<file path="src/rtl/eti_pkg.sv">
// ----------------------------------------------------------------------------
// eti_pkg: escape-time iteration package
// Widths and fixed-point constants shared by the multiplier and the top
// level, and the saturation helper that the top level uses.
// ----------------------------------------------------------------------------
package eti_pkg;

   localparam int DATA_W     = 32;
   localparam int FRAC_BITS  = 28;
   localparam int COUNT_BITS = 15;
   localparam int LIMIT_W    = 15;
   localparam int PROD_W     = 2 * DATA_W;
   // floor(square / 2^F) is non-negative and at most 2^(2*DATA_W-2-F)
   localparam int SQ_W       = 2 * DATA_W - 1 - FRAC_BITS;
   // floor(zr*zi / 2^(F-1)) lies within +/- 2^(2*DATA_W-1-F)
   localparam int RI_W       = 2 * DATA_W + 1 - FRAC_BITS;
   localparam int MAG_W      = SQ_W + 1;
   localparam int MAG_OUT_W  = 35;

   localparam int CNT_W_EFF  = (COUNT_BITS < LIMIT_W) ? COUNT_BITS : LIMIT_W;
   localparam logic [LIMIT_W-1:0] CNT_MAX     = LIMIT_W'((1 << CNT_W_EFF) - 1);
   localparam logic [LIMIT_W-1:0] LIMIT_RESET = LIMIT_W'(1000);

   localparam logic [PROD_W-1:0] FOUR_WIDE    = PROD_W'(4) << FRAC_BITS;
   localparam logic [PROD_W-1:0] MAG_MAX_WIDE = (PROD_W'(1) << MAG_OUT_W) - PROD_W'(1);
   localparam logic [MAG_OUT_W-1:0] MAG_MAX   = {MAG_OUT_W{1'b1}};

   // clamp a wide signed value to the signed data range
   function automatic logic signed [DATA_W-1:0] sat_data(input logic signed [PROD_W-1:0] x);
      logic [PROD_W-DATA_W:0] top;
      logic signed [DATA_W-1:0] res;
      top = x[PROD_W-1:DATA_W-1];
      if ((&top) || !(|top)) begin
         res = x[DATA_W-1:0];
      end else if (x[PROD_W-1]) begin
         res = {1'b1, {(DATA_W-1){1'b0}}};
      end else begin
         res = {1'b0, {(DATA_W-1){1'b1}}};
      end
      return res;
   endfunction

endpackage

</file>
<file path="src/rtl/eti_mult.sv">
// ----------------------------------------------------------------------------
// eti_mult: shared signed multiplier
// One signed data-width product per cycle, with the two floor shifts the
// recurrence needs (square terms and the doubled cross term).
// ----------------------------------------------------------------------------
module eti_mult (
   input  logic signed [eti_pkg::DATA_W-1:0] op_a,
   input  logic signed [eti_pkg::DATA_W-1:0] op_b,
   output logic        [eti_pkg::SQ_W-1:0]   sq_term,
   output logic signed [eti_pkg::RI_W-1:0]   cross_term
);

   logic signed [eti_pkg::PROD_W-1:0] prod;
   logic signed [eti_pkg::PROD_W-1:0] prod_sq;
   logic signed [eti_pkg::PROD_W-1:0] prod_cross;

   assign prod       = eti_pkg::PROD_W'(op_a) * eti_pkg::PROD_W'(op_b);
   // arithmetic shift right is floor division
   assign prod_sq    = prod >>> eti_pkg::FRAC_BITS;
   assign prod_cross = prod >>> (eti_pkg::FRAC_BITS - 1);

   assign sq_term    = prod_sq[eti_pkg::SQ_W-1:0];
   assign cross_term = prod_cross[eti_pkg::RI_W-1:0];

endmodule

</file>
<file path="src/rtl/escape_time_iteration.sv">
// ----------------------------------------------------------------------------
// escape_time_iteration: fixed-point escape-time iteration
// Iterates z = z*z + c from z = 0 on one shared multiplier and reports the
// escape step, the final z and its squared magnitude.
// ----------------------------------------------------------------------------
// Usage:
//   A point c is taken when start is high and busy is low. busy stays high
//   while the point iterates; no new word is taken meanwhile.
//   One multiplier is shared by all products. Each step runs through its
//   states in order: zr*zr, zi*zi, zr*zi with the escape compare, then the
//   z update. A zero limit answers in the cycle after start.
//   The result word is on the rsp_ ports for one cycle, marked by rsp_valid,
//   and the receiver cannot stall it. busy drops together with rsp_valid
//   rising, so the next point may be started while the result is shown.
//   csr_wr_en writes iteration_limit; it is to be written only while idle,
//   which the block itself does not enforce.
//   Reset (synchronous) returns the sequencer to idle and the limit to 1000.
// ----------------------------------------------------------------------------
module escape_time_iteration (
   input  logic                                 clock,
   input  logic                                 reset,
   input  logic                                 start,
   output logic                                 busy,
   input  logic signed [eti_pkg::DATA_W-1:0]    req_c_real,
   input  logic signed [eti_pkg::DATA_W-1:0]    req_c_imag,
   output logic                                 rsp_valid,
   output logic        [eti_pkg::LIMIT_W-1:0]   rsp_iter_count,
   output logic                                 rsp_escaped,
   output logic signed [eti_pkg::DATA_W-1:0]    rsp_z_real,
   output logic signed [eti_pkg::DATA_W-1:0]    rsp_z_imag,
   output logic        [eti_pkg::MAG_OUT_W-1:0] rsp_mag_squared,
   input  logic                                 csr_wr_en,
   input  logic        [eti_pkg::LIMIT_W-1:0]   csr_wr_data
);

   localparam logic [2:0] ST_IDLE = 3'd0;
   localparam logic [2:0] ST_RR   = 3'd1;
   localparam logic [2:0] ST_II   = 3'd2;
   localparam logic [2:0] ST_RI   = 3'd3;
   localparam logic [2:0] ST_UP   = 3'd4;

   logic [2:0] state_ff, state_in;
   logic [eti_pkg::LIMIT_W-1:0] limit_cfg_ff;
   logic [eti_pkg::LIMIT_W-1:0] limit_ff, limit_in;
   logic [eti_pkg::LIMIT_W-1:0] n_ff, n_in;
   logic first_ff, first_in;

   logic signed [eti_pkg::DATA_W-1:0] cr_ff, cr_in, ci_ff, ci_in;
   logic signed [eti_pkg::DATA_W-1:0] zr_ff, zr_in, zi_ff, zi_in;
   logic        [eti_pkg::SQ_W-1:0]   rr_ff, rr_in, ii_ff, ii_in;
   logic signed [eti_pkg::RI_W-1:0]   ri_ff, ri_in;

   logic                              rsp_valid_ff, rsp_valid_in;
   logic [eti_pkg::LIMIT_W-1:0]       rsp_iter_ff, rsp_iter_in;
   logic                              rsp_esc_ff, rsp_esc_in;
   logic signed [eti_pkg::DATA_W-1:0] rsp_zr_ff, rsp_zr_in, rsp_zi_ff, rsp_zi_in;
   logic [eti_pkg::MAG_OUT_W-1:0]     rsp_mag_ff, rsp_mag_in;

   logic signed [eti_pkg::DATA_W-1:0] mul_a, mul_b;
   logic        [eti_pkg::SQ_W-1:0]   sq_term;
   logic signed [eti_pkg::RI_W-1:0]   cross_term;

   logic [eti_pkg::MAG_W-1:0]          mag_sum;
   logic [eti_pkg::PROD_W-1:0]         mag_wide;
   logic [eti_pkg::MAG_OUT_W-1:0]      mag_sat;
   logic                               mag_over;
   logic signed [eti_pkg::PROD_W-1:0]  re_sum, im_sum;
   logic [eti_pkg::LIMIT_W-1:0]        limit_start;

   // operand select for the shared multiplier
   assign mul_a = (state_ff == ST_II) ? zi_ff : zr_ff;
   assign mul_b = (state_ff == ST_RR) ? zr_ff : zi_ff;

   eti_mult u_mult (
      .op_a       (mul_a),
      .op_b       (mul_b),
      .sq_term    (sq_term),
      .cross_term (cross_term)
   );

   // squared magnitude of the current z from the stored square terms
   assign mag_sum  = {1'b0, rr_ff} + {1'b0, ii_ff};
   assign mag_wide = eti_pkg::PROD_W'(mag_sum);
   assign mag_over = mag_wide > eti_pkg::FOUR_WIDE;
   assign mag_sat  = (mag_wide > eti_pkg::MAG_MAX_WIDE) ? eti_pkg::MAG_MAX
                                                       : eti_pkg::MAG_OUT_W'(mag_sum);

   assign re_sum = eti_pkg::PROD_W'($signed({1'b0, rr_ff}))
                 - eti_pkg::PROD_W'($signed({1'b0, ii_ff}))
                 + eti_pkg::PROD_W'(cr_ff);
   assign im_sum = eti_pkg::PROD_W'(ri_ff) + eti_pkg::PROD_W'(ci_ff);

   assign limit_start = (limit_cfg_ff > eti_pkg::CNT_MAX) ? eti_pkg::CNT_MAX : limit_cfg_ff;

   always_comb begin
      state_in     = state_ff;
      limit_in     = limit_ff;
      n_in         = n_ff;
      first_in     = first_ff;
      cr_in        = cr_ff;
      ci_in        = ci_ff;
      zr_in        = zr_ff;
      zi_in        = zi_ff;
      rr_in        = rr_ff;
      ii_in        = ii_ff;
      ri_in        = ri_ff;
      rsp_valid_in = 1'b0;
      rsp_iter_in  = rsp_iter_ff;
      rsp_esc_in   = rsp_esc_ff;
      rsp_zr_in    = rsp_zr_ff;
      rsp_zi_in    = rsp_zi_ff;
      rsp_mag_in   = rsp_mag_ff;
      unique case (state_ff)
         ST_IDLE: begin
            if (start) begin
               cr_in    = req_c_real;
               ci_in    = req_c_imag;
               zr_in    = '0;
               zi_in    = '0;
               n_in     = '0;
               first_in = 1'b1;
               limit_in = limit_start;
               if (limit_start == '0) begin
                  // no step taken: answer at once with z = 0
                  rsp_valid_in = 1'b1;
                  rsp_iter_in  = '0;
                  rsp_esc_in   = 1'b0;
                  rsp_zr_in    = '0;
                  rsp_zi_in    = '0;
                  rsp_mag_in   = '0;
               end else begin
                  state_in = ST_RR;
               end
            end
         end
         ST_RR: begin
            rr_in    = sq_term;
            state_in = ST_II;
         end
         ST_II: begin
            ii_in    = sq_term;
            state_in = ST_RI;
         end
         ST_RI: begin
            ri_in    = cross_term;
            state_in = ST_UP;
            if (first_ff) begin
               first_in = 1'b0;
            end else begin
               rsp_zr_in  = zr_ff;
               rsp_zi_in  = zi_ff;
               rsp_mag_in = mag_sat;
               if (mag_over) begin
                  rsp_valid_in = 1'b1;
                  rsp_iter_in  = n_ff;
                  rsp_esc_in   = 1'b1;
                  state_in     = ST_IDLE;
               end else if (n_ff == limit_ff - eti_pkg::LIMIT_W'(1)) begin
                  rsp_valid_in = 1'b1;
                  rsp_iter_in  = limit_ff;
                  rsp_esc_in   = 1'b0;
                  state_in     = ST_IDLE;
               end else begin
                  n_in = n_ff + eti_pkg::LIMIT_W'(1);
               end
            end
         end
         ST_UP: begin
            zr_in    = eti_pkg::sat_data(re_sum);
            zi_in    = eti_pkg::sat_data(im_sum);
            state_in = ST_RR;
         end
         default: begin
            state_in = ST_IDLE;
         end
      endcase
   end

   always_ff @(posedge clock) begin
      if (reset) begin
         state_ff     <= ST_IDLE;
         limit_cfg_ff <= eti_pkg::LIMIT_RESET;
         limit_ff     <= '0;
         n_ff         <= '0;
         first_ff     <= 1'b0;
         rsp_valid_ff <= 1'b0;
      end else begin
         state_ff     <= state_in;
         limit_ff     <= limit_in;
         n_ff         <= n_in;
         first_ff     <= first_in;
         rsp_valid_ff <= rsp_valid_in;
         if (csr_wr_en) begin
            limit_cfg_ff <= csr_wr_data;
         end
      end
   end

   always_ff @(posedge clock) begin
      cr_ff       <= cr_in;
      ci_ff       <= ci_in;
      zr_ff       <= zr_in;
      zi_ff       <= zi_in;
      rr_ff       <= rr_in;
      ii_ff       <= ii_in;
      ri_ff       <= ri_in;
      rsp_iter_ff <= rsp_iter_in;
      rsp_esc_ff  <= rsp_esc_in;
      rsp_zr_ff   <= rsp_zr_in;
      rsp_zi_ff   <= rsp_zi_in;
      rsp_mag_ff  <= rsp_mag_in;
   end

   assign busy            = (state_ff != ST_IDLE);
   assign rsp_valid       = rsp_valid_ff;
   assign rsp_iter_count  = rsp_iter_ff;
   assign rsp_escaped     = rsp_esc_ff;
   assign rsp_z_real      = rsp_zr_ff;
   assign rsp_z_imag      = rsp_zi_ff;
   assign rsp_mag_squared = rsp_mag_ff;

   // a bounded point reports the full limit
   a_bounded_count: assert property (@(posedge clock) disable iff (reset)
      rsp_valid && !rsp_escaped |-> rsp_iter_count == limit_ff)
      else $error("bounded result count differs from limit");

   // an escaped point reports a step below the limit
   a_escape_count: assert property (@(posedge clock) disable iff (reset)
      rsp_valid && rsp_escaped |-> rsp_iter_count < limit_ff)
      else $error("escape step not below limit");

   // the step counter never reaches the limit while iterating
   a_step_range: assert property (@(posedge clock) disable iff (reset)
      busy |-> n_ff < limit_ff)
      else $error("step counter out of range");

   // a result word follows either a finished iteration or a zero-limit start
   a_rsp_source: assert property (@(posedge clock) disable iff (reset)
      rsp_valid && !$past(reset) |-> $past(state_ff == ST_RI) || $past(start && !busy))
      else $error("result strobe without a source");

endmodule

</file>
<file path="config.mk">
export PLATFORM = sky130hd
export DESIGN_NAME = escape_time_iteration
export DESIGN_NICKNAME = d
export VERILOG_FILES = /design/src/rtl/eti_pkg.sv /design/src/rtl/eti_mult.sv /design/src/rtl/escape_time_iteration.sv
export SDC_FILE = /design/constraint.sdc
export NUM_CORES = 2
export LEC_CHECK = 0
export BUFFER_PORTS_ARGS = -buffer_cell sky130_fd_sc_hd__buf_4
export CAP_MARGIN = 10
export CORE_MARGIN = 10
export CORE_UTILIZATION = 43
export DETAILED_ROUTE_END_ITERATION = 7
export GPL_ROUTABILITY_DRIVEN = 0
export PLACE_DENSITY = 0.64
export SLEW_MARGIN = 20
export SYNTH_ARGS = -nofsm -noshare
export SYNTH_HDL_FRONTEND = slang
export SYNTH_SLANG_ARGS = --single-unit
</file>
<file path="constraint.sdc">
create_clock -name clock -period 14 [get_ports clock]
set_clock_uncertainty 0.15 [all_clocks]
set_input_delay 2.8 -clock clock [delete_from_list [all_inputs] [get_ports clock]]
set_output_delay 2.8 -clock clock [all_outputs]
set_load 0.03 [all_outputs]
</file>
=== Word-level counts from Yosys, hierarchy flattened ===
Index checks and enable logic that the tools add are counted.

* Bits in registers: 400
* Input port bits: 83
* Word-level logic and storage cells: 112

* $add $sub $neg: 6
* Multiply operators: 1
* Magnitude comparators: 3
* Equal/unequal tests: 12
* Multiplexer cells: 52
* Reductions and logical operators: 20

{| class="wikitable"
|+ Operators with widths
! operator !! count
|-
| $mux 32 || 11
|-
| $pmux 32 s2 || 4
|-
| $mux 15 || 10
|-
| $mux 35 || 4
|-
| $pmux 35 s2 || 1
|-
| $reduce_and 33->1 || 2
|-
| $reduce_or 33->1 || 2
|-
| $mul 32x32->64 || 1
|-
| $pmux 15 s2 || 2
|-
| $add 37x32->38 || 1
|-
| $add 36x32->37 || 1
|-
| $add 35x35->36 || 1
|-
| $gt 36x31->1 const B || 1
|-
| $gt 36x35->1 const B || 1
|-
| $sub 35x35->36 || 1
|-
| $add 15x1->15 const B || 1
|-
| $eq 15x15->1 || 1
|-
| $gt 15x15->1 const B || 1
|-
| $logic_not 15->1 || 1
|-
| $mux 3 || 5
|-
| $pmux 3 s5 || 1
|-
| $sub 15x1->15 const B || 1
|-
| $ne 2x2->1 const B || 6
|-
| $mux 1 || 11
|-
| other kinds (13) || 23
|}

=== Logic depth before layout (Yosys ltp) ===
* Word-level depth: 7
* Mapped depth: 36
* Gate-level depth less buffers: 32

=== Hierarchy ===
Synthesis repeated with hierarchy kept, for this count alone.

* Cells, all modules: 5961
* Area, all modules: 58977.8 um2

{| class="wikitable"
|+ By module, submodules not included
! module !! instances !! cells an instance !! area each (um2) !! seq. area each (um2)
|-
| eti_mult || 1 || 3778 || 35681.7 || 0.0
|-
| escape_time_iteration || 1 || 2183 || 23296.1 || 11511.0
|}

=== Least setup slack after synthesis ===
Ideal clock, no wire load.

* Path type: register -> register
* Start: reg state_ff[1]
* End: reg ii_ff[31] (netlist bit), data pin
* Setup time: 0.269 ns
* Data arrival time: 9.998 ns
* Data required time: 13.581 ns
* Slack: 3.583 ns
* Cell stages (with the launch flop): 34
* Clock period less this slack: 10.417 ns
* Cell sequence: dfxtp_1 -> clkbuf_1 -> nor3b_1 -> clkbuf_1 -> buf_1 -> mux2i_1 -> clkbuf_1 -> nor2_1 -> fa_1 -> fa_1 -> inv_1 -> fa_1 -> fa_1 -> inv_1 -> fa_1 -> fa_1 -> fa_1 -> inv_1 -> fa_1 -> inv_1 -> ha_1 -> a21o_1 -> a21o_1 -> a21o_1 -> a21oi_1 -> o22ai_1 -> or2_2 -> o21ai_1 -> a2111oi_1 -> o31ai_1 -> o21bai_1 -> a21oi_1 -> o21bai_1 -> xor2_1

* Word-level cells in the longest chain between the ends: 3
* Elaborated cells between the ends (all ways): 5
* Classes of those cells: mul (1); eq/ne (2); mux (2)

{| class="wikitable"
|+ Ends and longest elaborated chain
! what !! RTL line !! RTL
|-
| from (decl) || escape_time_iteration.sv:42 || <nowiki>logic [2:0] state_ff, state_in;</nowiki>
|-
| from (signal assigned) || escape_time_iteration.sv:188 || <nowiki>state_ff <= state_in;</nowiki>
|-
| $eq 3x2->1 / $eq 3x1->1 (equally long branches) || escape_time_iteration.sv:71, escape_time_iteration.sv:72 ||
|-
| $mux 32 (on tied branches) || escape_time_iteration.sv:71, escape_time_iteration.sv:72 ||
|-
| $mul 32x32->64 (*) || eti_mult.sv:17 || <nowiki>assign prod = eti_pkg::PROD_W'(op_a) * eti_pkg::PROD_W'(op_b);</nowiki>
|-
| named net cross_term (one bit) || escape_time_iteration.sv:61 || <nowiki>logic signed [eti_pkg::RI_W-1:0] cross_term;</nowiki>
|-
| to (signal assigned) || escape_time_iteration.sv:205 || <nowiki>ii_ff <= ii_in;</nowiki>
|-
| to (decl) || escape_time_iteration.sv:50 || <nowiki>logic [eti_pkg::SQ_W-1:0] rr_ff, rr_in, ii_ff, ii_in;</nowiki>
|}

Mark *: on every way through the listed nets, which the timed path passes. The rest lies on a longest branch.
A chain may end at the register's enable or synchronous reset.

=== Final worst setup path ===
* Start: reg state_ff[0]
* End: reg ri_ff[36] (netlist bit), data pin

* Word-level cells in the longest chain between the ends: 3
* Elaborated cells between the ends (all ways): 5
* Classes of those cells: mul (1); eq/ne (2); mux (2)

{| class="wikitable"
|+ Ends and longest elaborated chain
! what !! RTL line !! RTL
|-
| $eq 3x2->1 / $eq 3x1->1 (equally long branches) || escape_time_iteration.sv:71, escape_time_iteration.sv:72 ||
|-
| $mux 32 (on tied branches) || escape_time_iteration.sv:71, escape_time_iteration.sv:72 ||
|-
| $mul 32x32->64 (*) || eti_mult.sv:17 ||
|-
| named net cross_term (one bit) || escape_time_iteration.sv:61 ||
|-
| to (signal assigned) || escape_time_iteration.sv:206 || <nowiki>ri_ff <= ri_in;</nowiki>
|-
| to (decl) || escape_time_iteration.sv:51 || <nowiki>logic signed [eti_pkg::RI_W-1:0] ri_ff, ri_in;</nowiki>
|}

Marks and branches as above.

==> flow_summary.ini <==
[status]
status = finished clean

[min_path]
min-delay-start = limit_cfg_ff[9]$_SDFFE_PP1P_
hold_depth = 2
holdCritPathClass = register to register

[die]
die_area_um2 = 148000
rows = 133
die_w_um = 384
dieHeight_um = 384
ios = 200
core_area_um2 = 132000
start_util = 0.433

[yosys]
synth_edf_count = 350
netlist_instances = 5802
yosys.area.top_type_share = 0.381
synth_seq_area_share = 0.202
synth.avg_cell_area_um2 = 9.83
yosysUniqueCellTypes = 90
synth_ff_type = edfxtp_1
async_flop_share = 0
yosysTopAreaCell = fa_1
synth_nets = 7295
netlist_area_um2 = 57100
ys_warn_count = 0
yosys-top-cells-area = fa_1, edfxtp_1, ha_1, inv_1, nor2_1
synth-seq-cells = 400

[timing]
fin_ws_ps = 2570
setup_tns_ps = 0
finalSetupViolCount = 0
fin_crit_sh = 0.817
slew_violations = 0
worst_pin_slew_ps = 1190
post-route-min-period_ps = 11430
fmax_mhz = 87.5
rsz0062_at_grt = no
relSlewSlack = 0.204
finalHoldViolations = 0

[setup_path]
critPathBufInv = 8
path_depth = 33
cp-start-kind = register
slowest_stage = mux2i_2
path_common_cell = fa_1
cp-startpoint = state_ff[0]$_SDFFE_PP0P_
cp.required_ps = 14150
path_class = register to register
rr_worst_depth = 33
max_stage_delay_ps = 970
cp.arrival_ps = 11580
critPathTopFamily = adder cells
path_max_fanout = 89
crit_path_end_kind = register
r2r-start = state_ff[0]$_SDFFE_PP0P_

[cells_and_area]
stdcell_count = 7666
mostFrequentLayoutCell = fa_1
drive_gt1_frac = 0.0797
seq_area_um2 = 11500
fillers = 12243
multi_input_area_um2 = 40800
finalNetCount = 7371
final_cell_mix = fa_1, inv_1, nor2_1
area_growth_pct = 8.47

[global_route]
grtUsageMet1 = 0.318
grtUsageMet3 = 0.0579
grt_use_met2 = 0.373
grt_usage = 0.241
grt-busiest-layer = met2
grt_pass1_vias = 44160
grt_max_degree = 90
grt_pass1_wl_mm = 272
antenna_found_initial = 6
grt_overflow = 0

[clocking]
cts.repair.resized = 0
numCtsBuffers = 39
root_buffer = clkbuf_16
clkTransAtPathRegs_ps = 70
cts_tree = built
ctsHoldBuffers = 0
cts.sinks = 400
insertion_delay_ps = 570
cts_setup_buffers = 0
htreeDepth = 2
clock_path_buffers = 3

[detailed_routing]
first_pass_iters = 6
drtAntennaViolNets = 0
drt-wirelength-per-cell_um = 23.3
drt-initial-drc-count = 4104
drc = 0
routed_wl_mm = 178
vias = 42454
viasPerCell = 5.54

[placement]
dp_cells = 7591
io_buffers = 199
dpl_worst_slack_ps = 2820
dp_hpwl_mm = 141

[job]
cap_violations = 0
-- area by class of cell --
type	count	share of cell area
diodes	3	0.000121
clock buffers	42	0.0163
clock inverters	29	0.00382
inverters	1068	0.0648
multi-input cells	4093	0.659
flip-flops and latches	400	0.186
well taps	1755	0.0355
repair buffers	276	0.0340
-- per-layer routing --
metal	vias up	share of wire	wire length [um]
met4	12	0.061	10900
li1	18315	-	-
met3	508	0.11	18800
met2	2189	0.44	79400
met1	21430	0.39	69200
met5	-	0.00045	81
-- logic make-up after synthesis --
logic type / Yosys count / share of synthesized area
AND/OR/NAND/NOR: 1668 / 0.127
XOR/XNOR: 201 / 0.0310
buffers and inverters: 1309 / 0.0867
flip-flops: 400 / 0.202
AO/OA/AOI/OAI: 671 / 0.0753
multiplexers: 143 / 0.0263
adder cells (fa/ha/maj): 1410 / 0.452
-- synth_stat cells, types with 5 or more instances --
library cell,count
fa_1,1085
inv_1,1065
nor2_1,695
nand2_1,595
edfxtp_1,350
ha_1,325
a21oi_1,212
clkbuf_1,207
xnor2_1,146
o21ai_0,112
mux2i_1,88
a21o_1,83
and2_1,81
o21a_1,67
mux2_2,55
xor2_1,54
dfxtp_1,50
nand3_1,47
nand2b_1,37
nor3_1,35
o21bai_1,34
nor2b_1,31
nand4_1,26
and3_1,22
buf_1,22
a211oi_1,20
o31ai_1,19
or2_2,18
a31oi_1,17
or3_1,16
o211ai_1,14
nor4_1,12
a211o_1,9
nor3_2,9
nor3b_1,9
a21boi_0,8
o21ai_1,8
or4_1,8
buf_2,7
o31a_1,7
a221oi_1,6
nand3b_1,6
o22ai_1,6
o41ai_1,5
-- through the flow --
stage	hold slack (ps)	utilization	cell area, um2
finish	323	0.470	61900
global route	354	0.470	61900
CTS	326	0.470	61900
detailed placement	319	0.460	60600
global placement	305	0.460	60600
floorplan	290	-	57100
-- worst min-delay path, stage by stage (launching register included) --
cell,delay [ps]
dfxtp_1,320
nand2_1,60
a21oi_1,50
-- registers in the layout, indices dropped and copies added (netlist names) --
register / cells
rsp_z_real: 32
ci_ff: 32
zr_ff: 32
limit_ff: 15
n_ff: 15
rsp_valid: 1
ii_ff: 35
zi_ff: 32
cr_ff: 32
rr_ff: 35
first_ff: 1
rsp_z_imag: 32
limit_cfg_ff: 15
ri_ff: 37
rsp_mag_squared: 35
rsp_iter_count: 15
state_ff: 3
rsp_escaped: 1
-- path summary, 6_finish.rpt --
| check | end | slack (ps) |
|---|---|---|
| setup / recovery | ri_ff[36]$_DFFE_PP_ | 2570 |
| hold / removal | limit_ff[9]$_SDFFE_PP0P_ | 320 |
| setup reg to reg | ri_ff[36]$_DFFE_PP_ | 2570 |
| hold reg to reg | limit_ff[9]$_SDFFE_PP0P_ | 320 |
Power is left out: the tool's default activity adds up to more than one toggle a clock period on the data nets, which glitch-free logic cannot reach.
